File: config.mk
export PLATFORM = sky130hd
export DESIGN_NAME = fxaa_ctrl
export DESIGN_NICKNAME = d
export VERILOG_FILES = /design/src/sv/fxaa_pkg.sv /design/src/sv/fxaa_ctrl.sv
export SDC_FILE = /design/constraint.sdc
export NUM_CORES = 1
export LEC_CHECK = 0
export ABC_AREA = 1
export ABC_CLOCK_PERIOD_IN_PS = 3700
export BUFFER_PORTS_ARGS = -buffer_cell sky130_fd_sc_hd__buf_2
export CAP_MARGIN = 10
export CORE_ASPECT_RATIO = 0.75
export CORE_MARGIN = 8
export CORE_UTILIZATION = 30
export DETAILED_ROUTE_END_ITERATION = 12
export MAX_ROUTING_LAYER = met4
export RECOVER_POWER = 100
export SLEW_MARGIN = 20
export SYNTH_ARGS = -nofsm -noshare
export SYNTH_HDL_FRONTEND = slang
export SYNTH_SLANG_ARGS = --single-unit
File: constraint.sdc
create_clock -name i_clk -period 3.7 [get_ports i_clk]
set_clock_uncertainty 0.1 [all_clocks]
set_input_delay 0.555 -clock i_clk [delete_from_list [all_inputs] [get_ports i_clk]]
set_output_delay 0.555 -clock i_clk [all_outputs]
set_load 0.02 [all_outputs]
File: src/sv/fxaa_pkg.sv
`timescale 1ns / 1ps
// Shared types, constants and helper functions of the edge anti-aliasing block.
package fxaa_pkg;

    localparam int DEF_MAX_WIDTH  = 256;
    localparam int DEF_MAX_HEIGHT = 256;

    localparam int CRD_W  = 11;   // signed coordinate, covers taps past the frame edges
    localparam int LUMA_W = 18;
    localparam int DIR_W  = 21;
    localparam int ABS_W  = 20;
    localparam int RED_W  = 24;
    localparam int DEN_W  = 28;
    localparam int NUM_W  = 32;
    localparam int DIV_W  = 40;
    localparam int QUO_W  = 8;
    localparam int D_W    = 9;
    localparam int CNT_W  = 3;

    localparam logic [RED_W-1:0] RED_MIN   = RED_W'(255000);
    localparam logic [QUO_W-1:0] D_LIMIT   = QUO_W'(192);
    localparam logic [8:0]       FW_RESET  = 9'd256;
    localparam logic [8:0]       FH_RESET  = 9'd256;
    localparam logic [17:0]      CTH_RESET = 18'd20400;
    localparam logic [17:0]      DTH_RESET = 18'd255;

    localparam logic [CNT_W-1:0] NUM_CROSS  = CNT_W'(5);
    localparam logic [CNT_W-1:0] NUM_CORNER = CNT_W'(4);
    localparam logic [CNT_W-1:0] NUM_TAP    = CNT_W'(4);

    typedef logic signed [CRD_W-1:0] t_crd;

    typedef enum logic {
        OP_WRITE  = 1'b0,
        OP_FILTER = 1'b1
    } t_op;

    typedef enum logic [1:0] {
        CFG_WIDTH    = 2'd0,
        CFG_HEIGHT   = 2'd1,
        CFG_CONTRAST = 2'd2,
        CFG_DARK     = 2'd3
    } t_cfg;

    typedef enum logic [1:0] {
        PATH_LOW  = 2'd0,
        PATH_DARK = 2'd1,
        PATH_TWO  = 2'd2,
        PATH_FOUR = 2'd3
    } t_path;

    // Read slots: centre, cross, corners, then the four blend taps.
    typedef enum logic [3:0] {
        IDX_C  = 4'd0,
        IDX_N  = 4'd1,
        IDX_S  = 4'd2,
        IDX_E  = 4'd3,
        IDX_W  = 4'd4,
        IDX_NW = 4'd5,
        IDX_NE = 4'd6,
        IDX_SW = 4'd7,
        IDX_SE = 4'd8,
        IDX_T0 = 4'd9,
        IDX_T1 = 4'd10,
        IDX_T2 = 4'd11,
        IDX_T3 = 4'd12
    } t_idx;

    typedef enum logic [3:0] {
        S_IDLE,
        S_SETUP,
        S_RD_CROSS,
        S_DECIDE,
        S_BRANCH,
        S_RD_CORNER,
        S_DIR,
        S_DIVX,
        S_WAITX,
        S_DIVY,
        S_WAITY,
        S_RD_TAP,
        S_BLEND,
        S_OUT
    } t_state;

    typedef struct packed {
        logic accept;
        logic setup;
        logic rd_en;
        t_idx rd_idx;
        logic decide;
        logic dir;
        logic div_start;
        logic div_k;
        logic blend;
        logic load_out;
    } t_cmd;

    typedef struct packed {
        logic pass;
        logic div_done;
        logic out_free;
    } t_sts;

    function automatic logic [LUMA_W-1:0] luma(input logic [23:0] c);
        logic [LUMA_W-1:0] r;
        logic [LUMA_W-1:0] g;
        logic [LUMA_W-1:0] b;
        r = {10'b0, c[23:16]};
        g = {10'b0, c[15:8]};
        b = {10'b0, c[7:0]};
        return LUMA_W'(299) * r + LUMA_W'(587) * g + LUMA_W'(114) * b;
    endfunction

    function automatic t_crd clamp_crd(input t_crd v, input t_crd hi);
        t_crd res;
        res = v;
        if (v < 0) res = '0;
        else if (v > hi) res = hi;
        return res;
    endfunction

endpackage

File: src/sv/fxaa_ctrl.sv
`timescale 1ns / 1ps
// Controller state machine that sequences memory reads, decisions, divisions and blending.
module fxaa_ctrl
    import fxaa_pkg::*;
(
    input  logic i_clk,
    input  logic i_rst_n,
    input  logic i_in_valid,
    input  logic i_op,
    output logic o_in_ready,
    input  t_sts i_sts,
    output t_cmd o_cmd
);

    t_state           r_state, n_state;
    logic [CNT_W-1:0] r_cnt, n_cnt;

    always_ff @(posedge i_clk) begin
        if (!i_rst_n) begin
            r_state <= S_IDLE;
            r_cnt   <= '0;
        end else begin
            r_state <= n_state;
            r_cnt   <= n_cnt;
        end
    end

    always_comb begin
        n_state    = r_state;
        n_cnt      = '0;
        o_cmd      = '0;
        o_in_ready = 1'b0;
        unique case (r_state)
            S_IDLE: begin
                o_in_ready   = 1'b1;
                o_cmd.accept = i_in_valid;
                if (i_in_valid && t_op'(i_op) == OP_FILTER) n_state = S_SETUP;
            end
            S_SETUP: begin
                o_cmd.setup = 1'b1;
                n_state     = S_RD_CROSS;
            end
            S_RD_CROSS: begin
                o_cmd.rd_en  = (r_cnt < NUM_CROSS);
                o_cmd.rd_idx = t_idx'(4'(IDX_C) + 4'(r_cnt));
                n_cnt        = r_cnt + CNT_W'(1);
                if (r_cnt == NUM_CROSS) n_state = S_DECIDE;
            end
            S_DECIDE: begin
                o_cmd.decide = 1'b1;
                n_state      = S_BRANCH;
            end
            S_BRANCH: begin
                n_state = i_sts.pass ? S_OUT : S_RD_CORNER;
            end
            S_RD_CORNER: begin
                o_cmd.rd_en  = (r_cnt < NUM_CORNER);
                o_cmd.rd_idx = t_idx'(4'(IDX_NW) + 4'(r_cnt));
                n_cnt        = r_cnt + CNT_W'(1);
                if (r_cnt == NUM_CORNER) n_state = S_DIR;
            end
            S_DIR: begin
                o_cmd.dir = 1'b1;
                n_state   = S_DIVX;
            end
            S_DIVX: begin
                o_cmd.div_start = 1'b1;
                n_state         = S_WAITX;
            end
            S_WAITX: begin
                if (i_sts.div_done) n_state = S_DIVY;
            end
            S_DIVY: begin
                o_cmd.div_start = 1'b1;
                o_cmd.div_k     = 1'b1;
                n_state         = S_WAITY;
            end
            S_WAITY: begin
                o_cmd.div_k = 1'b1;
                if (i_sts.div_done) n_state = S_RD_TAP;
            end
            S_RD_TAP: begin
                o_cmd.rd_en  = (r_cnt < NUM_TAP);
                o_cmd.rd_idx = t_idx'(4'(IDX_T0) + 4'(r_cnt));
                n_cnt        = r_cnt + CNT_W'(1);
                if (r_cnt == NUM_TAP) n_state = S_BLEND;
            end
            S_BLEND: begin
                o_cmd.blend = 1'b1;
                n_state     = S_OUT;
            end
            S_OUT: begin
                if (i_sts.out_free) begin
                    o_cmd.load_out = 1'b1;
                    n_state        = S_IDLE;
                end
            end
            default: n_state = S_IDLE;
        endcase
    end

endmodule

==> flow_metrics.tcl <==
set metrics [dict create \
    max_slew.worst_pin.slew_ps 396 \
    cts_buffers 3 \
    clk_transition_reported_paths_ps 50 \
    cp_peak_stage_delay_ps 540 \
    grt_first_pass_wirelength_um 2660 \
    crit_path_max_fanout 8 \
    setup_failing_eps_final 0 \
    yosysWarningCount 0 \
    post_drt_wl_per_cell_um 10.2 \
    seq_area_frac_synth 0.197 \
    seq_power_share 0.253 \
    max-vdd-ir-drop_mv 0.223 \
    cap_violations 0 \
    synth_flop_cell "sky130_fd_sc_hd__dfxtp_1" \
    achievable-frequency_mhz 374 \
    post-dp-hpwl_um 1400 \
    detail_route.drc_violations 0 \
    grt_start_max_net_pins 9 \
    timing.rr.end "r_state[1]" \
    grt_antenna_before_repair 0 \
    finalInstanceArea_um2 810 \
    fin_nets 142 \
    cts_setup_buffers 0 \
    data_required_time_of_the_critical_path_ps 3040 \
    critical_path.cell_chain "nand2_2 -> inv_1 -> nand2_4 -> ha_1 -> a31o_2 -> o21ai_0 -> clkbuf_1" \
    worstHoldPathType "reg -> reg" \
    gp_congestion 0.875 \
    run_status "finished, final reports clean" \
    design.portCount 21 \
    routed_wirelength_um 1670 \
    std_cell_rows 15 \
    leakage_power_total_nw 0.383 \
    core-area_um2 2270 \
    aggregate_global_routing_overflow 0 \
    syn-cell-area_um2 711 \
    layout-drive-gt1-share 0.169 \
    timing.final.max_slew_violations 0 \
    antenna_cells_inserted 0 \
    placed_area_um2 820 \
    critical_path_arrival_ps 2020 \
    floorplan.initialDensity 0.313 \
    regToRegStartpoint "r_state[2]" \
    swShare 0.549 \
    hold_depth 1 \
    filler_cell_count 263 \
    syn_inst 109 \
    cp_slowest_cell "sky130_fd_sc_hd__dfxtp_1" \
    io_buffer_count 20 \
    power.net_switching_mw 0.304 \
    area_delta_synth_final_pct 13.9 \
    hold-path-endpoint "r_cnt[0]" \
    synth-seq-cells 7 \
    internal_power_mw 0.249 \
    grt.total_usage 0.0813 \
    crit_path_end_kind "output port" \
    power.combinational.fraction 0.624 \
    synth_top_cells_by_area "sky130_fd_sc_hd__dfxtp_1 20%, sky130_fd_sc_hd__nand2_1 12%, sky130_fd_sc_hd__nor2_1 9.0%, sky130_fd_sc_hd__ha_1 7.0%, sky130_fd_sc_hd__inv_1 5.8%" \
    first_iter_violations 24 \
    drtAntennaViolNets 0 \
    share_clk_of_total_power 0.123 \
    chipWidth_um 72.2 \
    fin_worst_hold_slack_ps 402 \
    synthArstFlopShare 0 \
    syn_area_per_cell_um2 6.52 \
    max_slew_margin 0.736 \
    htree_num_levels 1 \
    rr_worst_depth 7 \
    dr_total_vias 710 \
    synth.top_cell.area_share 0.197 \
    criticalPathCategory "reg -> out" \
    post_cts_hold_buffer_count 0 \
    cts_repair_resize_count 0 \
    synth.distinct_cells 22 \
    post-route-min-period_ps 2670 \
    critical_path.startpoint_type "register" \
    insertion_delay_ps 250 \
    timing.reg2reg.setup_slack_ps 1970 \
    worst_hold_startpoint "r_cnt[0]" \
    dr.pass1.iters 4 \
    post_drt_via_cell_ratio 4.33 \
    cts_root_buf "sky130_fd_sc_hd__clkbuf_4" \
    die_height_um 58.2 \
    synth-edff-count 0 \
    syn_nets 120 \
    first_global_vias 593 \
    path_buf_inv 2 \
    power_density_nw_per_um2 683 \
    cts_num_sinks 7 \
    timing.setup.tns_ps 0 \
    clock_tree.buffer_depth 2 \
    finalHoldViolations 0 \
    rsz_0062_raised_after_global_routing "no" \
    synth_largest_area_cell "sky130_fd_sc_hd__dfxtp_1" \
    kind_of_cell_with_the_highest_combined_delay_on_the_critical_path "flip-flops" \
    dieArea_um2 4200 \
    tritoncts "built" \
    fin_crit_sh 0.723 \
]
how the worst max path moves through the flow:
stage	startpoint	to	slack (ps)	cells after the start
after floorplan	r_state[0]	o_cmd[9]	1400	7
after global placement	r_state[0]	o_cmd[9]	1410	7
after detailed placement	r_state[0]	o_cmd[9]	1350	7
after CTS	r_state[0]	o_cmd[9]	1080	7
after global routing	r_state[0]	o_cmd[9]	910	7
final	r_state[0]	o_cmd[9]	1030	7
state kept, by name (all words and copies together), names as in the netlist:
name	flops
r_state	4
r_cnt	3
routing by layer:
| metal | GRT usage | vias to the layer above | wire (µm) |
|---|---|---|---|
| met3 | 0.0327 | 2 | 132 |
| met1 | 0.104 | 304 | 891 |
| met5 | - | - | 0 |
| met4 | 0.0435 | 0 | 10 |
| met2 | 0.104 | 16 | 637 |
| li1 | - | 388 | - |
final cells by class:
cell class | count | area, µm² | area share
clock buffer | 4 | 26.3 | 0.0325
inverter | 16 | 62.6 | 0.0773
multi-input combinational | 83 | 454 | 0.561
sequential | 7 | 140 | 0.173
tap | 34 | 42.5 | 0.0526
timing repair buffer | 20 | 83.8 | 0.104
metrics by stage:
step,setup slack (ps),util,std cells,power (mW)
6_report,1030,0.356,164,0.553
4_1_cts,1080,0.372,164,0.574
2_1_floorplan,1400,-,109,0.445
5_1_grt,911,0.356,164,0.609
3_3_place_gp,1410,0.361,160,0.507
3_5_place_dp,1350,0.361,160,0.503
power groups by stage:
stage	Combinational (mW)	Clock (mW)	Sequential [mW]
after floorplan	0.335	0	0.109
after global placement	0.364	0	0.142
after detailed placement	0.360	0	0.143
after CTS	0.361	0.0719	0.141
after global routing	0.391	0.0762	0.142
final	0.345	0.0681	0.140
kinds of logic after synthesis:
family	share of synthesized area
AND/OR/NAND/NOR	0.451
buffers and inverters	0.136
AO/OA/AOI/OAI	0.109
flip-flops	0.197
adder cells (fa/ha/maj)	0.0704
XOR/XNOR	0.0370
worst register-to-register path, cell delays in order, from the launching register on:
cell                       delay, ps
sky130_fd_sc_hd__dfxtp_1         560
sky130_fd_sc_hd__clkinv_1        150
sky130_fd_sc_hd__nor2_1          210
sky130_fd_sc_hd__nand2_1          80
sky130_fd_sc_hd__nand2_1         110
sky130_fd_sc_hd__nand2_1         170
sky130_fd_sc_hd__a21oi_1         190
sky130_fd_sc_hd__nor2_1           60
cell usage in the layout, fill, tap and decap left out, drive strengths merged:
cell type	synthesis	final
a21oi	5	5
a31o	1	1
and3	1	1
buf	3	7
clkbuf	0	17
clkinv	0	1
dfxtp	7	7
ha	4	4
inv	16	15
nand2	27	27
nand3	8	8
nor2	23	23
nor3	3	3
o21ai	5	5
o22ai	3	3
xnor2	3	3
cell usage after synthesis (2+ instances only):
| cell type | n |
|---|---|
| sky130_fd_sc_hd__nor3_1 | 3 |
| sky130_fd_sc_hd__inv_2 | 4 |
| sky130_fd_sc_hd__nor2_1 | 17 |
| sky130_fd_sc_hd__inv_1 | 11 |
| sky130_fd_sc_hd__buf_6 | 3 |
| sky130_fd_sc_hd__nand2_4 | 3 |
| sky130_fd_sc_hd__o22ai_1 | 3 |
| sky130_fd_sc_hd__o21ai_0 | 5 |
| sky130_fd_sc_hd__xnor2_1 | 3 |
| sky130_fd_sc_hd__ha_1 | 4 |
| sky130_fd_sc_hd__nor2_4 | 2 |
| sky130_fd_sc_hd__nand3_1 | 7 |
| sky130_fd_sc_hd__nand2_1 | 22 |
| sky130_fd_sc_hd__a21oi_1 | 5 |
| sky130_fd_sc_hd__dfxtp_1 | 7 |
| sky130_fd_sc_hd__nor2_2 | 3 |
| sky130_fd_sc_hd__nand2_2 | 2 |
Note: power is estimated with default switching activity, not from simulation.
